`src/rtl/core/wsd_pkg.sv`:
```
// Package for the WebSocket frame deframer: parser phases, result record
// and header constants. No dependencies.
package wsd_pkg;

  localparam int unsigned BYTE_W = 8;
  localparam int unsigned LEN_W  = 64;
  localparam int unsigned KEY_W  = 32;
  localparam int unsigned HBL_W  = 4;

  // 7-bit length codes that announce an extended length
  localparam logic [6:0] LEN_EXT16 = 7'd126;
  localparam logic [6:0] LEN_EXT64 = 7'd127;

  // extended-length and key byte counts
  localparam logic [HBL_W-1:0] HBL_EXT16 = 4'd2;
  localparam logic [HBL_W-1:0] HBL_EXT64 = 4'd8;
  localparam logic [HBL_W-1:0] HBL_KEY   = 4'd4;

  typedef enum logic [2:0] {
    PH_FIRST   = 3'd0,
    PH_LENGTH  = 3'd1,
    PH_EXTLEN  = 3'd2,
    PH_KEY     = 3'd3,
    PH_PAYLOAD = 3'd4
  } phase_e;

  typedef struct packed {
    logic              fin_flag;
    logic [3:0]        frame_kind;
    logic              was_masked;
    logic [BYTE_W-1:0] payload_byte;
    logic              byte_valid;
    logic              last_of_frame;
  } res_t;

endpackage

```
`src/rtl/core/wsd_in_stage.sv`:
```
// Input register with skid entry for the deframer byte stream.
// Depends on wsd_pkg.
module wsd_in_stage import wsd_pkg::*; (
  input  logic              clk_i,
  input  logic              rst_ni,
  input  logic              in_valid_i,
  output logic              in_ready_o,
  input  logic [BYTE_W-1:0] in_byte_i,
  input  logic              pop_i,
  output logic              main_valid_o,
  output logic [BYTE_W-1:0] main_byte_o
);

  logic              main_v_q, main_v_d;
  logic              skid_v_q, skid_v_d;
  logic [BYTE_W-1:0] main_q, main_d;
  logic [BYTE_W-1:0] skid_q, skid_d;
  logic              push;
  logic              pop;

  // ready is registered: only the skid entry being full holds off the sender
  assign in_ready_o   = !skid_v_q;
  assign push         = in_valid_i && in_ready_o;
  assign pop          = pop_i && main_v_q;
  assign main_valid_o = main_v_q;
  assign main_byte_o  = main_q;

  // next state of the two entries
  always_comb begin
    main_v_d = main_v_q;
    skid_v_d = skid_v_q;
    main_d   = main_q;
    skid_d   = skid_q;
    if (pop) begin
      if (skid_v_q) begin
        main_d   = skid_q;
        skid_v_d = 1'b0;
      end else begin
        main_v_d = push;
        main_d   = in_byte_i;
      end
    end else if (push) begin
      if (!main_v_q) begin
        main_v_d = 1'b1;
        main_d   = in_byte_i;
      end else begin
        skid_v_d = 1'b1;
        skid_d   = in_byte_i;
      end
    end
  end

  always_ff @(posedge clk_i or negedge rst_ni) begin
    if (!rst_ni) begin
      main_v_q <= 1'b0;
      skid_v_q <= 1'b0;
    end else begin
      main_v_q <= main_v_d;
      skid_v_q <= skid_v_d;
    end
  end

  always_ff @(posedge clk_i) begin
    main_q <= main_d;
    skid_q <= skid_d;
  end

endmodule

```
`src/rtl/core/wsd_parser.sv`:
```
// Frame header parser and payload unmasker: one byte per step.
// Depends on wsd_pkg.
module wsd_parser import wsd_pkg::*; (
  input  logic              clk_i,
  input  logic              rst_ni,
  input  logic              step_i,
  input  logic [BYTE_W-1:0] byte_i,
  output logic              res_valid_o,
  output res_t              res_o
);

  phase_e            phase_q, phase_d;
  logic              fin_q, fin_d;
  logic [3:0]        op_q, op_d;
  logic              mask_q, mask_d;
  logic [HBL_W-1:0]  hbl_q, hbl_d;
  logic [LEN_W-1:0]  rem_q, rem_d;
  logic [KEY_W-1:0]  key_q, key_d;
  logic [1:0]        kpos_q, kpos_d;

  logic              go_after;
  logic              go_done;
  logic [LEN_W-1:0]  done_rem;
  logic [6:0]        len7;
  logic [BYTE_W-1:0] kb;
  logic              emit;
  logic [BYTE_W-1:0] emit_data;
  logic              emit_valid;
  logic              emit_last;

  assign len7 = byte_i[6:0];

  // key byte for this payload position, first key byte first
  always_comb begin
    case (kpos_q)
      2'd0:    kb = key_q[31:24];
      2'd1:    kb = key_q[23:16];
      2'd2:    kb = key_q[15:8];
      default: kb = key_q[7:0];
    endcase
  end

  // next state and result for the current byte
  always_comb begin
    phase_d    = phase_q;
    fin_d      = fin_q;
    op_d       = op_q;
    mask_d     = mask_q;
    hbl_d      = hbl_q;
    rem_d      = rem_q;
    key_d      = key_q;
    kpos_d     = kpos_q;
    go_after   = 1'b0;
    go_done    = 1'b0;
    done_rem   = rem_q;
    emit       = 1'b0;
    emit_data  = '0;
    emit_valid = 1'b0;
    emit_last  = 1'b0;

    unique case (phase_q)
      PH_LENGTH: begin
        mask_d = byte_i[7];
        key_d  = '0;
        if (len7 == LEN_EXT16 || len7 == LEN_EXT64) begin
          hbl_d   = (len7 == LEN_EXT16) ? HBL_EXT16 : HBL_EXT64;
          rem_d   = '0;
          phase_d = PH_EXTLEN;
        end else begin
          rem_d    = {{(LEN_W-7){1'b0}}, len7};
          go_after = 1'b1;
        end
      end
      PH_EXTLEN: begin
        rem_d = {rem_q[LEN_W-BYTE_W-1:0], byte_i};
        hbl_d = hbl_q - 1'b1;
        if (hbl_d == '0) go_after = 1'b1;
      end
      PH_KEY: begin
        key_d = {key_q[KEY_W-BYTE_W-1:0], byte_i};
        hbl_d = hbl_q - 1'b1;
        if (hbl_d == '0) go_done = 1'b1;
      end
      PH_PAYLOAD: begin
        kpos_d     = kpos_q + 1'b1;
        rem_d      = rem_q - 1'b1;
        emit       = 1'b1;
        emit_data  = mask_q ? (byte_i ^ kb) : byte_i;
        emit_valid = 1'b1;
        if (rem_d == '0) begin
          emit_last = 1'b1;
          phase_d   = PH_FIRST;
        end
      end
      default: begin
        fin_d   = byte_i[7];
        op_d    = byte_i[3:0];
        phase_d = PH_LENGTH;
      end
    endcase

    // length known: fetch key if masked
    if (go_after) begin
      if (mask_d) begin
        hbl_d   = HBL_KEY;
        key_d   = '0;
        phase_d = PH_KEY;
      end else begin
        go_done = 1'b1;
      end
    end

    // header complete: empty frame marker or start of payload
    done_rem = rem_d;
    if (go_done) begin
      if (done_rem == '0) begin
        phase_d   = PH_FIRST;
        emit      = 1'b1;
        emit_last = 1'b1;
      end else begin
        kpos_d  = '0;
        phase_d = PH_PAYLOAD;
      end
    end
  end

  assign res_valid_o          = step_i && emit;
  assign res_o.fin_flag       = fin_q;
  assign res_o.frame_kind     = op_q;
  assign res_o.was_masked     = mask_d;
  assign res_o.payload_byte   = emit_data;
  assign res_o.byte_valid     = emit_valid;
  assign res_o.last_of_frame  = emit_last;

  always_ff @(posedge clk_i or negedge rst_ni) begin
    if (!rst_ni) begin
      phase_q <= PH_FIRST;
      fin_q   <= 1'b0;
      op_q    <= '0;
      mask_q  <= 1'b0;
      hbl_q   <= '0;
      rem_q   <= '0;
      key_q   <= '0;
      kpos_q  <= '0;
    end else if (step_i) begin
      phase_q <= phase_d;
      fin_q   <= fin_d;
      op_q    <= op_d;
      mask_q  <= mask_d;
      hbl_q   <= hbl_d;
      rem_q   <= rem_d;
      key_q   <= key_d;
      kpos_q  <= kpos_d;
    end
  end

`ifndef ASSERT_OFF
  // payload phase always has bytes still due
  a_payload_rem: assert property (@(posedge clk_i) disable iff (!rst_ni)
    phase_q == PH_PAYLOAD |-> rem_q != '0)
    else $error("payload phase with zero remaining count");

  // key phase counts down from four
  a_key_count: assert property (@(posedge clk_i) disable iff (!rst_ni)
    phase_q == PH_KEY |-> (hbl_q != '0 && hbl_q <= HBL_KEY))
    else $error("key byte count out of range");

  // extended length counts down from two or eight
  a_ext_count: assert property (@(posedge clk_i) disable iff (!rst_ni)
    phase_q == PH_EXTLEN |-> (hbl_q != '0 && hbl_q <= HBL_EXT64))
    else $error("extended length byte count out of range");

  // an empty frame marker always closes its frame
  a_marker_last: assert property (@(posedge clk_i) disable iff (!rst_ni)
    (res_valid_o && !res_o.byte_valid) |-> (res_o.last_of_frame && res_o.payload_byte == '0))
    else $error("empty frame marker without last mark");
`endif

endmodule

```
`src/rtl/core/wsd_out_reg.sv`:
```
// Result register for the deframer output channel.
// Depends on wsd_pkg.
module wsd_out_reg import wsd_pkg::*; (
  input  logic clk_i,
  input  logic rst_ni,
  input  logic load_i,
  input  res_t res_i,
  output logic can_take_o,
  output logic out_valid_o,
  input  logic out_ready_i,
  output res_t res_o
);

  logic valid_q, valid_d;
  res_t res_q;

  // free when empty or when the held result transfers this cycle
  assign can_take_o  = !valid_q || out_ready_i;
  assign out_valid_o = valid_q;
  assign res_o       = res_q;

  always_comb begin
    valid_d = valid_q;
    if (out_ready_i) valid_d = 1'b0;
    if (load_i) valid_d = 1'b1;
  end

  always_ff @(posedge clk_i or negedge rst_ni) begin
    if (!rst_ni) begin
      valid_q <= 1'b0;
    end else begin
      valid_q <= valid_d;
    end
  end

  always_ff @(posedge clk_i) begin
    if (load_i) res_q <= res_i;
  end

endmodule

```
`src/rtl/core/websocket_frame_deframer_core.sv`:
```
// WebSocket frame deframer: parses back-to-back frames and unmasks payload.
// Channels: in (one raw stream byte per transfer), out (one result per transfer).
// A result carries FIN, opcode, mask flag, the unmasked byte, a data-valid flag
// and a last-of-frame mark. Header bytes give no result; a zero-length frame
// gives one marker result with byte_valid low on its last header byte.
// An accepted byte is first registered in the input stage, then passes the
// parser into the result register.
// Throughput: one byte per cycle while the result register is free; the parser
// step's longest path is the 64-bit payload count decrement and zero compare.
// in_ready_o comes from a register: the input stage holds one byte plus a
// skid byte, so ready drops only once both are taken.
// When the receiver stalls, the result register holds; the parser stops and
// the input stage fills, after which in_ready_o goes low.
// Reset (rst_ni low, asynchronous) empties both stages and returns the parser
// to expecting the first header byte of a frame.
// Depends on wsd_pkg, wsd_in_stage, wsd_parser and wsd_out_reg.
module websocket_frame_deframer_core import wsd_pkg::*; (
  input  logic              clk_i,
  input  logic              rst_ni,
  input  logic              in_valid_i,
  output logic              in_ready_o,
  input  logic [BYTE_W-1:0] in_byte_i,
  output logic              out_valid_o,
  input  logic              out_ready_i,
  output logic              fin_flag_o,
  output logic [3:0]        frame_kind_o,
  output logic              was_masked_o,
  output logic [BYTE_W-1:0] payload_byte_o,
  output logic              byte_valid_o,
  output logic              last_of_frame_o
);

  logic              main_valid;
  logic [BYTE_W-1:0] main_byte;
  logic              can_take;
  logic              step;
  logic              res_valid;
  res_t              res;
  res_t              res_out;

  // a byte steps through the parser whenever the result register is free
  assign step = main_valid && can_take;

  wsd_in_stage u_in (
    .clk_i        (clk_i),
    .rst_ni       (rst_ni),
    .in_valid_i   (in_valid_i),
    .in_ready_o   (in_ready_o),
    .in_byte_i    (in_byte_i),
    .pop_i        (step),
    .main_valid_o (main_valid),
    .main_byte_o  (main_byte)
  );

  wsd_parser u_parser (
    .clk_i       (clk_i),
    .rst_ni      (rst_ni),
    .step_i      (step),
    .byte_i      (main_byte),
    .res_valid_o (res_valid),
    .res_o       (res)
  );

  wsd_out_reg u_out (
    .clk_i       (clk_i),
    .rst_ni      (rst_ni),
    .load_i      (res_valid),
    .res_i       (res),
    .can_take_o  (can_take),
    .out_valid_o (out_valid_o),
    .out_ready_i (out_ready_i),
    .res_o       (res_out)
  );

  assign fin_flag_o      = res_out.fin_flag;
  assign frame_kind_o    = res_out.frame_kind;
  assign was_masked_o    = res_out.was_masked;
  assign payload_byte_o  = res_out.payload_byte;
  assign byte_valid_o    = res_out.byte_valid;
  assign last_of_frame_o = res_out.last_of_frame;

endmodule
```
`config.mk`:
```
export PLATFORM = sky130hd
export DESIGN_NAME = websocket_frame_deframer_core
export DESIGN_NICKNAME = d
export VERILOG_FILES = /design/src/rtl/core/wsd_pkg.sv /design/src/rtl/core/wsd_in_stage.sv /design/src/rtl/core/wsd_parser.sv /design/src/rtl/core/wsd_out_reg.sv /design/src/rtl/core/websocket_frame_deframer_core.sv
export SDC_FILE = /design/constraint.sdc
export NUM_CORES = 1
export LEC_CHECK = 0
export BUFFER_PORTS_ARGS = -buffer_cell sky130_fd_sc_hd__buf_2
export CORE_MARGIN = 2
export CORE_UTILIZATION = 45
export DETAILED_ROUTE_END_ITERATION = 6
export PLACE_DENSITY_LB_ADDON = 0.1
export SYNTH_ARGS = -nofsm -noshare
export SYNTH_HDL_FRONTEND = slang
export SYNTH_HIERARCHICAL = 1
export SYNTH_SLANG_ARGS = --single-unit
```
`constraint.sdc`:
```
create_clock -name clk_i -period 7.6 [get_ports clk_i]
set_clock_uncertainty 0.1 [all_clocks]
set_input_delay 0.38 -clock clk_i [delete_from_list [all_inputs] [get_ports clk_i]]
set_output_delay 0.38 -clock clk_i [all_outputs]
set_load 0.1 [all_outputs]
```
# Word-level counts from Yosys, hierarchy flattened
# Index checks and enable logic that the tools add are counted.
classes:
  n_div: 0
  n_eq_ne: 10
  shifts: 0
  mul: 0
  mux: 48
  addsub: 3
  bitwise: 3
  magnitude_cmp: 0
  n_reduce_logical: 22
op_table:
  columns: ["operator", "count"]
  rows:
  - ["case mux 64 bit (3 select lines)", 1]
  - ["zero test 64 bit", 2]
  - ["2-to-1 mux 32 bit", 2]
  - ["case mux 32 bit (2 select lines)", 1]
  - ["subtractor 64 x 1 -> 64 bit, second input constant", 1]
  - ["2-to-1 mux 8 bit", 5]
  - ["case mux 8 bit (3 select lines)", 1]
  - ["2-to-1 mux 1 bit", 21]
  - ["2-to-1 mux 3 bit", 6]
  - ["2-to-1 mux 4 bit", 4]
  - ["== test 7 bit, second input constant", 2]
  - ["case mux 3 bit (3 select lines)", 1]
  - ["case mux 4 bit (2 select lines)", 1]
  - ["AND reduction 2 bit", 4]
  - ["XOR 8 bit", 1]
  - ["2-to-1 mux 7 bit", 1]
  - ["== test 3 x 2 -> 1 bit, second input constant", 2]
  - ["2-to-1 mux 2 bit", 3]
  - ["nonzero test 2 bit", 3]
  - ["logical AND 1 bit", 4]
  - ["zero test 4 bit", 1]
  - ["!= test 2 bit, second input constant", 2]
  - ["OR reduction 4 bit", 1]
  - ["subtractor 4 x 1 -> 4 bit, second input constant", 1]
  - ["other kinds (12)", 15]
totals:
  inputBits: 12
  output_inout_bits: 18
  latchBits: 0
  romBits: 0
  ff_bits: 146
  memories: 0
  ram_bits: 0
  wordCells: 105

# Longest topological paths before layout
# Gate-level depths: netlist of the first run.
depth:
  word_depth: 9
  ltp_mapped: 16
  ltp_nobuf: 13

# By module
# The synthesis of the first run kept the hierarchy.
modules_own_cells:
  columns: ["module", "n_inst", "area_each_um2", "cells_each"]
  rows:
  - ["wsd_parser", 1, 9460.3, 1211]
  - ["wsd_in_stage", 1, 686.9, 37]
  - ["wsd_out_reg", 1, 528.0, 19]
  - ["websocket_frame_deframer_core", 1, 6.3, 1]

# Worst setup path before layout of the first run
# Ideal clock, no wire load.
synth_timing:
  path_type: "reg2reg"
  startpoint: "register u_parser.rem_q[0]"
  endpoint: "register u_out.res_q (netlist bit u_out/res_o[0]) (enable)"
  n_path_buf: 2
  setup_ns: 0.395
  path_slack_ns: 3.120
  t_arrival_ns: 3.985
  synth_period_minus_slack_ns: 4.480
  stages_incl_launch_ff: 15
  t_required_ns: 7.105
  cell_sequence: "dfrtp_1 clkbuf_1 inv_1 ha_1 nor3b_2 nand4_1 or4_1 clkbuf_1 nor3_2 nor2_1 a211o_1 nor4_1 o2111a_1 nand3_1 a21oi_1"
synth_between:
  elab_chain_len: 6
synth_lines:
  columns: ["item", "line_no", "source"]
  rows:
  - ["from (decl)", "wsd_parser.sv:17", "logic [LEN_W-1:0] rem_q, rem_d;"]
  - ["from (signal assigned)", "wsd_parser.sv:151", "rem_q <= rem_d;"]
  - ["subtractor 64 x 1 -> 64 bit", "wsd_parser.sv:86", "rem_d = rem_q - 1'b1;"]
  - ["case mux 64 bit (3 select lines) (*)", "wsd_parser.sv:61", "unique case (phase_q)"]
  - ["zero test 64 bit (*)", "wsd_parser.sv:116", "if (done_rem == '0) begin"]
  - ["2-to-1 mux 1 bit (*)", "wsd_parser.sv:116", null]
  - ["2-to-1 mux 1 bit (*)", "wsd_parser.sv:115", "if (go_done) begin"]
  - ["logical AND 1 bit (*)", "wsd_parser.sv:127", "assign res_valid_o = step_i && emit;"]
  - ["named net res_valid", "websocket_frame_deframer_core.sv:37", "logic res_valid;"]
  - ["to (signal assigned)", "wsd_out_reg.sv:37", "if (load_i) res_q <= res_i;"]
  - ["to (decl)", "wsd_out_reg.sv:15", "res_t res_q;"]
# The timed path passes the listed nets; every way through them passes the cells marked *.
# A chain may end at the register's enable or synchronous reset.

==> results of run 1 <==
-- per-stage QoR --
step	power, W	utilization [%]
after floorplan	0.003734	-
after global placement	0.004757	46.55
after detailed placement	0.004758	46.55
after CTS	0.005619	49.02
after global routing	0.006010	49.02
final	0.005719	49.02
-- registers in the layout, indices dropped and copies added (netlist names) --
| name | count |
|---|---|
| u_parser/rem_q | 64 |
| u_parser/key_q | 32 |
| u_out/res_o | 16 |
| u_in/main_byte_o | 8 |
| u_in/skid_q | 8 |
| u_parser/hbl_q | 4 |
| u_parser/op_q | 4 |
| u_parser/phase_q | 3 |
| u_parser/kpos_q | 2 |
| u_in/main_valid_o | 1 |
| u_in/skid_v_q | 1 |
| u_out/out_valid_o | 1 |
| u_parser/fin_q | 1 |
| u_parser/mask_q | 1 |
-- area by class of cell --
cell class / count / area share (%)
multi-input cells: 958 / 54.30
clock inverters: 13 / 0.9926
clock buffers: 19 / 3.959
inverters: 30 / 0.9817
repair buffers: 55 / 3.010
well taps: 319 / 3.479
flip-flops and latches: 146 / 33.28
-- layer usage --
| layer | wire length, um | track usage (%) |
|---|---|---|
| met3 | 3752 | 7.336 |
| met1 | 16540 | 44.25 |
| met4 | 2019 | 16.39 |
| met2 | 17870 | 49.44 |
| met5 | 0 | 0 |
-- path summary, 6_finish.rpt --
path / from / end / depth (start not counted)
setup / recovery: u_parser/phase_q[1] / u_out/res_o[8] / 11
min in group asynchronous: rst_ni / u_parser/rem_q[25] / 2
hold / removal: in_byte_i[3] / u_in/skid_q[3] / 1
max in group asynchronous: rst_ni / u_parser/phase_q[2] / 3
setup reg to reg: u_parser/phase_q[1] / u_out/res_o[8] / 11
hold reg to reg: u_parser/fin_q / u_out/res_o[15] / 0
-- cell families (layout without fill, tap and decap cells) --
logic type,after synthesis,after routing,synth area share [%]
adders and majority gates,19,19,1.968
xor gates and xnor gates,47,47,3.854
and+or+nand+nor,460,460,22.97
AOI/OAI and AO/OA,382,382,24.29
buffers and inverters,164,117,6.185
DFF,146,146,35.70
muxes,50,50,5.025
-- layout by cell type (no fill, tap or decap), types with 16 or more instances in the layout --
master | synthesis | layout
sky130_fd_sc_hd__nand4_1 | 30 | 30
sky130_fd_sc_hd__buf_2 | 12 | 28
sky130_fd_sc_hd__nor3_1 | 53 | 53
sky130_fd_sc_hd__or4_1 | 17 | 17
sky130_fd_sc_hd__inv_1 | 28 | 28
sky130_fd_sc_hd__nor4_1 | 28 | 28
sky130_fd_sc_hd__clkbuf_16 | 0 | 18
sky130_fd_sc_hd__a21oi_1 | 70 | 69
sky130_fd_sc_hd__dfrtp_1 | 114 | 111
sky130_fd_sc_hd__a22o_1 | 49 | 49
sky130_fd_sc_hd__mux2i_1 | 21 | 21
sky130_fd_sc_hd__edfxtp_1 | 32 | 32
sky130_fd_sc_hd__buf_4 | 6 | 26
sky130_fd_sc_hd__o22ai_1 | 17 | 17
sky130_fd_sc_hd__nor2_1 | 90 | 88
sky130_fd_sc_hd__o21ai_0 | 106 | 106
sky130_fd_sc_hd__xnor2_1 | 32 | 32
sky130_fd_sc_hd__a221oi_1 | 16 | 16
sky130_fd_sc_hd__nand2_1 | 125 | 125
sky130_fd_sc_hd__mux2_2 | 29 | 29
sky130_fd_sc_hd__nand3_1 | 28 | 28
-- synth_stat cells (21+ instances only) --
library cell / instances
sky130_fd_sc_hd__a21oi_1: 70
sky130_fd_sc_hd__a22o_1: 49
sky130_fd_sc_hd__clkbuf_1: 102
sky130_fd_sc_hd__dfrtp_1: 114
sky130_fd_sc_hd__edfxtp_1: 32
sky130_fd_sc_hd__inv_1: 28
sky130_fd_sc_hd__mux2_2: 29
sky130_fd_sc_hd__mux2i_1: 21
sky130_fd_sc_hd__nand2_1: 125
sky130_fd_sc_hd__nand3_1: 28
sky130_fd_sc_hd__nand4_1: 30
sky130_fd_sc_hd__nor2_1: 90
sky130_fd_sc_hd__nor3_1: 53
sky130_fd_sc_hd__nor4_1: 28
sky130_fd_sc_hd__o21ai_0: 106
sky130_fd_sc_hd__xnor2_1: 32
-- critical path: stages, from the launching register on --
cell	delay, ns
sky130_fd_sc_hd__dfrtp_2	0.60
sky130_fd_sc_hd__or3b_2	0.89
sky130_fd_sc_hd__inv_2	0.42
sky130_fd_sc_hd__a21oi_2	0.19
sky130_fd_sc_hd__a22o_1	0.31
sky130_fd_sc_hd__a2111oi_0	0.77
sky130_fd_sc_hd__or4b_2	0.63
sky130_fd_sc_hd__nor4_1	0.31
sky130_fd_sc_hd__nand4_1	0.15
sky130_fd_sc_hd__and4b_1	0.35
sky130_fd_sc_hd__nand3_1	0.13
sky130_fd_sc_hd__a21oi_2	0.83
-- power groups by stage --
stage	logic [W]	registers, W	clock network [W]
2_1_floorplan	0.00235	0.00138	0
3_3_place_gp	0.00313	0.00163	0
3_5_place_dp	0.00313	0.00163	0
4_1_cts	0.00314	0.00162	0.000862
5_1_grt	0.00343	0.00168	0.000896
6_report	0.00322	0.00164	0.000852
-- timing repair --
item / in CTS / in global routing
hold buffers: 1 / 0
endpoints found under the setup margin: 0 / 0
hold endpoints to repair: 54 / 0
==> reports/metrics.yaml, run 1 <==
run_status:
  run_status: "complete, but fails checks"
  failed_checks: "DRC"
route:
  number_of_iterations_in_the_first_detailed_routing_pass: 7
  vias_per_cell: 6.754
  wl_per_instance_um: 26.09
  drtIter0Drc: 1325
  routed_wirelength_um: 40180
  drc: 3
  dr_total_vias: 10400
  detail-route-antenna-nets: 0
cells_and_area:
  design_area_um2: 11470
  antenna_cells: 0
  post_layout_nonfiller_instances: 1540
  post_route_cells_drive_above_1_share_pct: 12.86
  synthToLayoutAreaGrowth_pct: 7.391
  fillers: 2301
  multiInputGateArea_um2: 6228
  seq_area_um2: 3817
  num-nets-final: 1228
worst_hold_path:
  hold_class: "in2reg"
critical_path:
  critical_path_arrival_ns: 6.06
  crit_path_start_kind: "register"
  slack_of_the_worst_reg_to_reg_path_ns: 1.49
  crit_fanout: 30
  path_class: "reg2reg"
  critPathRequiredTime_ns: 7.55
  setup.worst_path.end_class: "register"
power_and_ir_drop:
  p_comb_share_pct: 56.4
  p_leak_nw: 4.165
  power_per_cell_area_nw_per_um2: 498.5
  p_sw_share_pct: 54.62
  clkPwrFrac_pct: 14.9
  vdd_ir_drop_max_v: 0.0002916
  seqPwrFrac_pct: 28.7
  p_sw_w: 0.003123
  internal-power_w: 0.002595
sta:
  setup_violations: 0
  finalSetupTns_ns: 0
  max_clock_freq_ghz: 0.1637
  grt_setup_unrepaired: "false"
  post-route-min-period_ns: 6.109
  final.period_utilization_pct: 80.38
  layout_setup_ws_ns: 1.491
  finalMaxSlewViolations: 0
  slew_headroom_pct: 8.302
  hold_ws_ns: 0.02429
  transition_time_at_the_pin_with_the_least_slew_margin_ns: 1.358
  hold_viol: 0
synth:
  yosys-top-cells-area: "sky130_fd_sc_hd__dfrtp_1 27%, sky130_fd_sc_hd__edfxtp_1 9.0%, sky130_fd_sc_hd__o21ai_0 5.0%, sky130_fd_sc_hd__nand2_1 4.4%, sky130_fd_sc_hd__a22o_1 4.0%"
  postSynth.topFlopCell: "sky130_fd_sc_hd__dfrtp_1"
  synth-edff-count: 32
  yosysSeqAreaShare_pct: 35.70
  synthesis.area_um2: 10680
  postSynthNetCount: 1288
  syn_inst: 1268
  yosys_register_bits: 146
  synth-warning-count: 6
  postSynthAreaPerCell_um2: 8.424
  ys_async_sr_fraction_pct: 78.08
  yosys.area.top_type_share_pct: 26.71
  synth.distinct_cells: 91
  yosys.area.top_type: "sky130_fd_sc_hd__dfrtp_1"
floorplan:
  io-pin-count: 30
  cell_rows: 56
  die_area_um2: 24980
  start_util_pct: 45.64
  floorplan.die.height_um: 158.1
  core_area_um2: 23400
  dieWidth_um: 158.1
global_route:
  grt_antenna_before_repair: 0
  grtUsageTotal_pct: 32.76
  number_of_global_route_vias_before_repair: 9741
  grt_start_max_net_pins: 61
  grt_pass1_wl_um: 60740
  grt.overflow.total: 0
cts:
  clock_path_buffers: 2
  cts_tree: "built"
  cts_root_cell: "sky130_fd_sc_hd__clkbuf_16"
  cts_resized: 0
  clock_pin_slew_of_the_registers_on_the_worst_case_setup_and_hold_paths_ns: 0.08
  insertion_delay_ns: 0.44
  postCtsSetupBuffers: 0
  cts.htree.levels: 4
  numCtsBuffers: 17
  clock_sinks: 146
place:
  pre_cts_ws_ns: 1.625
  dpl-instance-area_um2: 10890
  detailed_place_hpwl_um: 27870
  gp_routability_congestion: 1.014
  place.detailed.instances: 1507
  port_buffers: 29
run:
  max-cap-violations: 0
No activity file was read; power rests on OpenSTA's default activity.
==> run 2, diff against run 1 <==
clock period = 6.2 ns   (was 7.6 ns; I/O delays follow)
==> run 2 against run 1 <==
Compared with the run above: the flow still finishes with violations (DRC); cell count grew 1.4%; first-iteration DRC count shrank 1.7%; global-route usage grew 0.40 points; core utilization grew 1.0 points; combinational power grew 26%; die area is the same; setup slack lost 0.73 ns; clock power grew 27%; maximum frequency grew 12%; register-to-register slack lost 0.73 ns; largest cell class unchanged.
==> reports/metrics.yaml, run 2 (same netlist as run 1, synthesis figures left out) <==
sta:
  hold_ws_ns: 0.03338
  finalMaxSlewViolations: 0
  setup_violations: 0
  hold_viol: 0
  grt_setup_unrepaired: "false"
  post-route-min-period_ns: 5.443
  slew_headroom_pct: 25.57
  transition_time_at_the_pin_with_the_least_slew_margin_ns: 1.114
  finalSetupTns_ns: 0
  max_clock_freq_ghz: 0.1837
  final.period_utilization_pct: 87.79
route:
  vias_per_cell: 6.723
  drtIter0Drc: 1303
  wl_per_instance_um: 25.96
  dr_total_vias: 10500
  routed_wirelength_um: 40560
  detail-route-antenna-nets: 0
  number_of_iterations_in_the_first_detailed_routing_pass: 7
  drc: 2
cts:
  numCtsBuffers: 17
  cts_hold_repair.buffers: 9
  cts_resized: 0
  clock_pin_slew_of_the_registers_on_the_worst_case_setup_and_hold_paths_ns: 0.07
  clock_path_buffers: 2
  cts_root_cell: "sky130_fd_sc_hd__clkbuf_16"
  cts_tree: "built"
  cts.htree.levels: 4
  insertion_delay_ns: 0.44
  clock_sinks: 146
  postCtsSetupBuffers: 0
power_and_ir_drop:
  vdd_ir_drop_max_v: 0.0003518
  seqPwrFrac_pct: 28.0
  p_leak_nw: 4.296
  p_sw_share_pct: 53.62
  clkPwrFrac_pct: 15.2
  power_per_cell_area_nw_per_um2: 609.6
  p_sw_w: 0.003827
  internal-power_w: 0.003310
  p_comb_share_pct: 56.8
cells_and_area:
  largest_register_ff_count: 64
  registers.top_by_ff_count: "u_parser/rem_q"
  synthToLayoutAreaGrowth_pct: 9.605
  post_route_cells_drive_above_1_share_pct: 13.76
  fillers: 2263
  final_cell_mix: "125 x sky130_fd_sc_hd__nand2_1, 111 x sky130_fd_sc_hd__dfrtp_1, 106 x sky130_fd_sc_hd__o21ai_0"
  most_common_library_cell_in_the_layout_ignoring_fill_and_taps: "sky130_fd_sc_hd__nand2_1"
  num-nets-final: 1250
  antenna_cells: 0
critical_path:
  critPathRequiredTime_ns: 6.23
  critical_path.cell_chain: "or3b_2, inv_2, a21oi_2, a22o_1, a2111oi_0, or4b_2, nor4_1, nand4_1, and4b_1, nand3_1, a21oi_2, buf_4"
  cp_slowest_stage_delay_ns: 0.72
  critical_path.slowest_cell: "sky130_fd_sc_hd__or3b_2"
  critical-path-top-delay-family: "simple AND/OR/NAND/NOR gates"
  path_buf_inv: 2
  path_class: "reg2reg"
  critical_path_arrival_ns: 5.47
  path_common_cell: "sky130_fd_sc_hd__a21oi_2"
  setup.worst_path.end_class: "register"
  crit_fanout: 26
  crit_path_start_kind: "register"
floorplan:
  cell_rows: 56
  start_util_pct: 45.64
  dieWidth_um: 158.1
  floorplan.die.height_um: 158.1
  io-pin-count: 30
  die_area_um2: 24980
  core_area_um2: 23400
global_route:
  number_of_global_route_vias_before_repair: 10050
  grt.overflow.total: 0
  grt_antenna_before_repair: 0
  grt_pass1_wl_um: 61920
  grtUsageTotal_pct: 33.17
  grt_start_max_net_pins: 62
run:
  max-cap-violations: 0
worst_hold_path:
  hold_class: "in2reg"
run_status:
  run_status: "complete, but fails checks"
  failed_checks: "DRC"
place:
  gp_routability_congestion: 1.035
  detailed_place_hpwl_um: 28330
  port_buffers: 29
## run 2: worst reg2reg max path: cells and delay by family, from the launching register on
family | cells | cell delay (ns)
and+or+nand+nor | 6 | 2.57
AOI/OAI and AO/OA | 4 | 1.29
DFF | 1 | 0.61
buffers and inverters | 2 | 0.55
## run 2: power groups by stage
| stage | Combinational, W | Sequential (W) | Clock, W |
|---|---|---|---|
| 5_1_grt | 0.00434 | 0.00204 | 0.00114 |
| 3_5_place_dp | 0.00393 | 0.00198 | 0 |
| 2_1_floorplan | 0.00288 | 0.00169 | 0 |
| 6_report | 0.00406 | 0.00200 | 0.00108 |
| 3_3_place_gp | 0.00395 | 0.00198 | 0 |
| 4_1_cts | 0.00395 | 0.00196 | 0.00110 |
## run 2: through the flow
step	worst slack, ns	cell area [um2]	total power (W)	cells	util (%)
6_report	0.7570	11710	0.007136	1562	50.03
5_1_grt	0.6501	11710	0.007517	1562	50.03
4_1_cts	0.8792	11710	0.007015	1562	50.03
3_5_place_dp	0.9117	11010	0.005911	1521	47.05
3_3_place_gp	0.8447	11010	0.005925	1521	47.05
2_1_floorplan	1.720	10680	0.004577	1268	-
## run 2: layer usage
metal	wire length, um	GRT usage [%]	up-vias
met3	3951	8.295	139
met1	16420	43.43	5072
met4	2088	15.74	0
met2	18100	51.43	599
met5	0	0	-
li1	-	-	4691
## run 2: area by class of cell
class	instances	area [um2]	area share, %
clock inverters	11	102.6	0.8763
inverters	30	112.6	0.9618
repair buffers	77	543.0	4.638
clock buffers	21	504.2	4.307
multi-input cells	958	6228	53.20
well taps	319	399.1	3.409
flip-flops and latches	146	3817	32.61
## run 2: worst paths after layout
path	end	startpoint	slack (ns)	depth (start not counted)
worst max register to register	u_out/res_o[14]	u_parser/phase_q[1]	0.76	12
worst max-delay path	u_out/res_o[14]	u_parser/phase_q[1]	0.76	12
min in group asynchronous	u_parser/rem_q[20]	rst_ni	0.40	2
max in group asynchronous	u_parser/phase_q[2]	rst_ni	4.24	3
worst min-delay path	u_out/out_valid_o	out_ready_i	0.03	3
worst min register to register	u_out/res_o[15]	u_parser/fin_q	0.33	0
==> run 3, diff against run 2 <==
BUFFER_PORTS_ARGS = not set   (was -buffer_cell sky130_fd_sc_hd__buf_2)
DONT_BUFFER_PORTS = 1   (was not set)
==> run 3 against run 2 <==
Compared with the run above: the flow now finishes without violations; power decreased by 0.88%; clock power shrank 5%; first-iteration DRC count up 2.6%.
==> reports/metrics.yaml, run 3 (same netlist as run 1, synthesis figures left out) <==
place:
  gp_routability_congestion: 1.016
  port_buffers: 0
  place.detailed.instances: 1486
  dpl-instance-area_um2: 10820
  detailed_place_hpwl_um: 28530
worst_hold_path:
  min_path_cells: 0
  hold_class: "reg2reg"
sta:
  hold_viol: 0
  post-route-min-period_ns: 5.772
  finalSetupTns_ns: 0
  finalMaxSlewViolations: 0
  max_clock_freq_ghz: 0.1733
  setup_violations: 0
  transition_time_at_the_pin_with_the_least_slew_margin_ns: 1.176
  slew_headroom_pct: 20.80
  grt_setup_unrepaired: "false"
  final.period_utilization_pct: 93.09
cts:
  cts.htree.levels: 4
  cts_hold_repair.buffers: 12
  insertion_delay_ns: 0.44
  clock_path_buffers: 2
  postCtsSetupBuffers: 0
  clock_sinks: 146
  cts_root_cell: "sky130_fd_sc_hd__clkbuf_16"
  numCtsBuffers: 17
  cts_resized: 0
  cts_tree: "built"
  clock_pin_slew_of_the_registers_on_the_worst_case_setup_and_hold_paths_ns: 0.08
global_route:
  number_of_global_route_vias_before_repair: 9865
  grt_antenna_before_repair: 0
  grt_start_max_net_pins: 115
  grtUsageTotal_pct: 34.03
  grt_pass1_wl_um: 62890
  grt.overflow.total: 0
cells_and_area:
  largest_register_ff_count: 64
  postLayoutCoreUtil_pct: 49.25
  seq_area_um2: 3817
  design_area_um2: 11520
  final_cell_mix: "125 x sky130_fd_sc_hd__nand2_1, 111 x sky130_fd_sc_hd__dfrtp_1, 106 x sky130_fd_sc_hd__o21ai_0"
  antenna_cells: 0
  post_route_cells_drive_above_1_share_pct: 11.31
  post_layout_nonfiller_instances: 1530
  most_common_library_cell_in_the_layout_ignoring_fill_and_taps: "sky130_fd_sc_hd__nand2_1"
  num-nets-final: 1218
  fillers: 2261
  registers.top_by_ff_count: "u_parser/rem_q"
  synthToLayoutAreaGrowth_pct: 7.895
  multiInputGateArea_um2: 6228
run_status:
  run_status: "complete, no violations"
route:
  wl_per_instance_um: 27.25
  number_of_iterations_in_the_first_detailed_routing_pass: 6
  detailroute.wirelength.met2_um: 18870
  drc: 0
  detail-route-antenna-nets: 0
  vias_per_cell: 6.817
  m1WireLength_um: 17010
  drtIter0Drc: 1337
  dr_total_vias: 10430
  top_layer: "met4"
  routed_wirelength_um: 41700
  wl_met3_um: 4013
floorplan:
  io-pin-count: 30
  core_area_um2: 23400
  start_util_pct: 45.64
  cell_rows: 56
  floorplan.die.height_um: 158.1
  die_area_um2: 24980
  dieWidth_um: 158.1
critical_path:
  critical_path.cell_chain: "or3b_2, inv_2, a21oi_2, a22o_1, a2111oi_0, or4b_2, nor4_1, nand4_1, and4b_1, nand3_1, a21oi_2, buf_4"
  crit_startpoint: "u_parser/phase_q[1]"
  worst_r2r_endpoint: "u_out/res_o[15]"
  regToRegStartpoint: "u_parser/phase_q[1]"
  path_class: "reg2reg"
  slack_of_the_worst_reg_to_reg_path_ns: 0.43
  crit_path_start_kind: "register"
  critical_path_arrival_ns: 5.79
  critPathRequiredTime_ns: 6.22
  crit_fanout: 22
  timing.critical_path.to: "u_out/res_o[15]"
  cp_slowest_stage_delay_ns: 0.73
  setup.worst_path.end_class: "register"
  critical_path.slowest_cell: "sky130_fd_sc_hd__a2111oi_0"
  r2r_cells: 12
  path_common_cell: "sky130_fd_sc_hd__a21oi_2"
power_and_ir_drop:
  p_leak_nw: 4.152
  vdd_ir_drop_max_v: 0.0003403
  power_per_cell_area_nw_per_um2: 613.8
run:
  max-cap-violations: 0
==> run 3: changes by cell type in the layout (fill, tap and decap cells not counted) <==
cell                            delta
sky130_fd_sc_hd__buf_16            +1
sky130_fd_sc_hd__buf_2            -28
sky130_fd_sc_hd__buf_4             -7
sky130_fd_sc_hd__clkbuf_16         -2
sky130_fd_sc_hd__clkinv_2          +2
sky130_fd_sc_hd__clkinv_8          +1
sky130_fd_sc_hd__dlygate4sd3_1     +2
sky130_fd_sc_hd__inv_6             +1
sky130_fd_sc_hd__inv_8             -2
==> run 3: worst min path at each step <==
stage                     start                  to  slack (ns)
2_1_floorplan            rst_ni   u_in/main_valid_o       -0.09
3_3_place_gp             rst_ni  u_parser/rem_q[19]       -0.08
3_5_place_dp             rst_ni  u_parser/rem_q[19]       -0.08
4_1_cts          u_parser/fin_q     u_out/res_o[15]        0.36
5_1_grt          u_parser/fin_q     u_out/res_o[15]        0.37
6_report       u_parser/op_q[3]     u_out/res_o[14]        0.35
==> run 3: metrics by stage <==
step           total power (W)  worst slack (ns)  hold slack (ns)
4_1_cts               0.006950            0.5864           0.3564
5_1_grt               0.007422            0.4281           0.3736
6_report              0.007073            0.4285           0.3530
2_1_floorplan         0.004577             1.720         -0.08559
3_3_place_gp          0.005889            0.5481         -0.08080
3_5_place_dp          0.005871            0.6268         -0.08136
==> run 3: routing by layer <==
metal / track usage (%) / vias up
li1: - / 4627
met1: 45.45 / 5078
met2: 52.17 / 614
met3: 8.349 / 111
met4: 15.44 / 0
met5: 0 / -
==> run 3: layout make-up <==
class	count	area share [%]
Multi-Input combinational cell	958	54.04
Sequential cell	146	33.12
Clock buffer	19	3.941
Tap cell	319	3.463
Timing Repair Buffer	45	3.452
Clock inverter	13	0.9988
Inverter	30	0.9771
==> run 3: power breakdown <==
group / leakage (nW) / internal [W] / switching [W]
Sequential: 1.78 / 0.00133 / 0.000848
Clock: 0.282 / 0.000552 / 0.000482
Combinational: 2.09 / 0.00133 / 0.00253
Total: 4.15 / 0.00321 / 0.00386
==> run 3: worst max-delay path: cells and delay by family (launching register included) <==
kind,cells,cell delay [ns]
compound gates,4,1.40
simple gates,6,2.62
buf+inv,2,0.65
flops,1,0.62
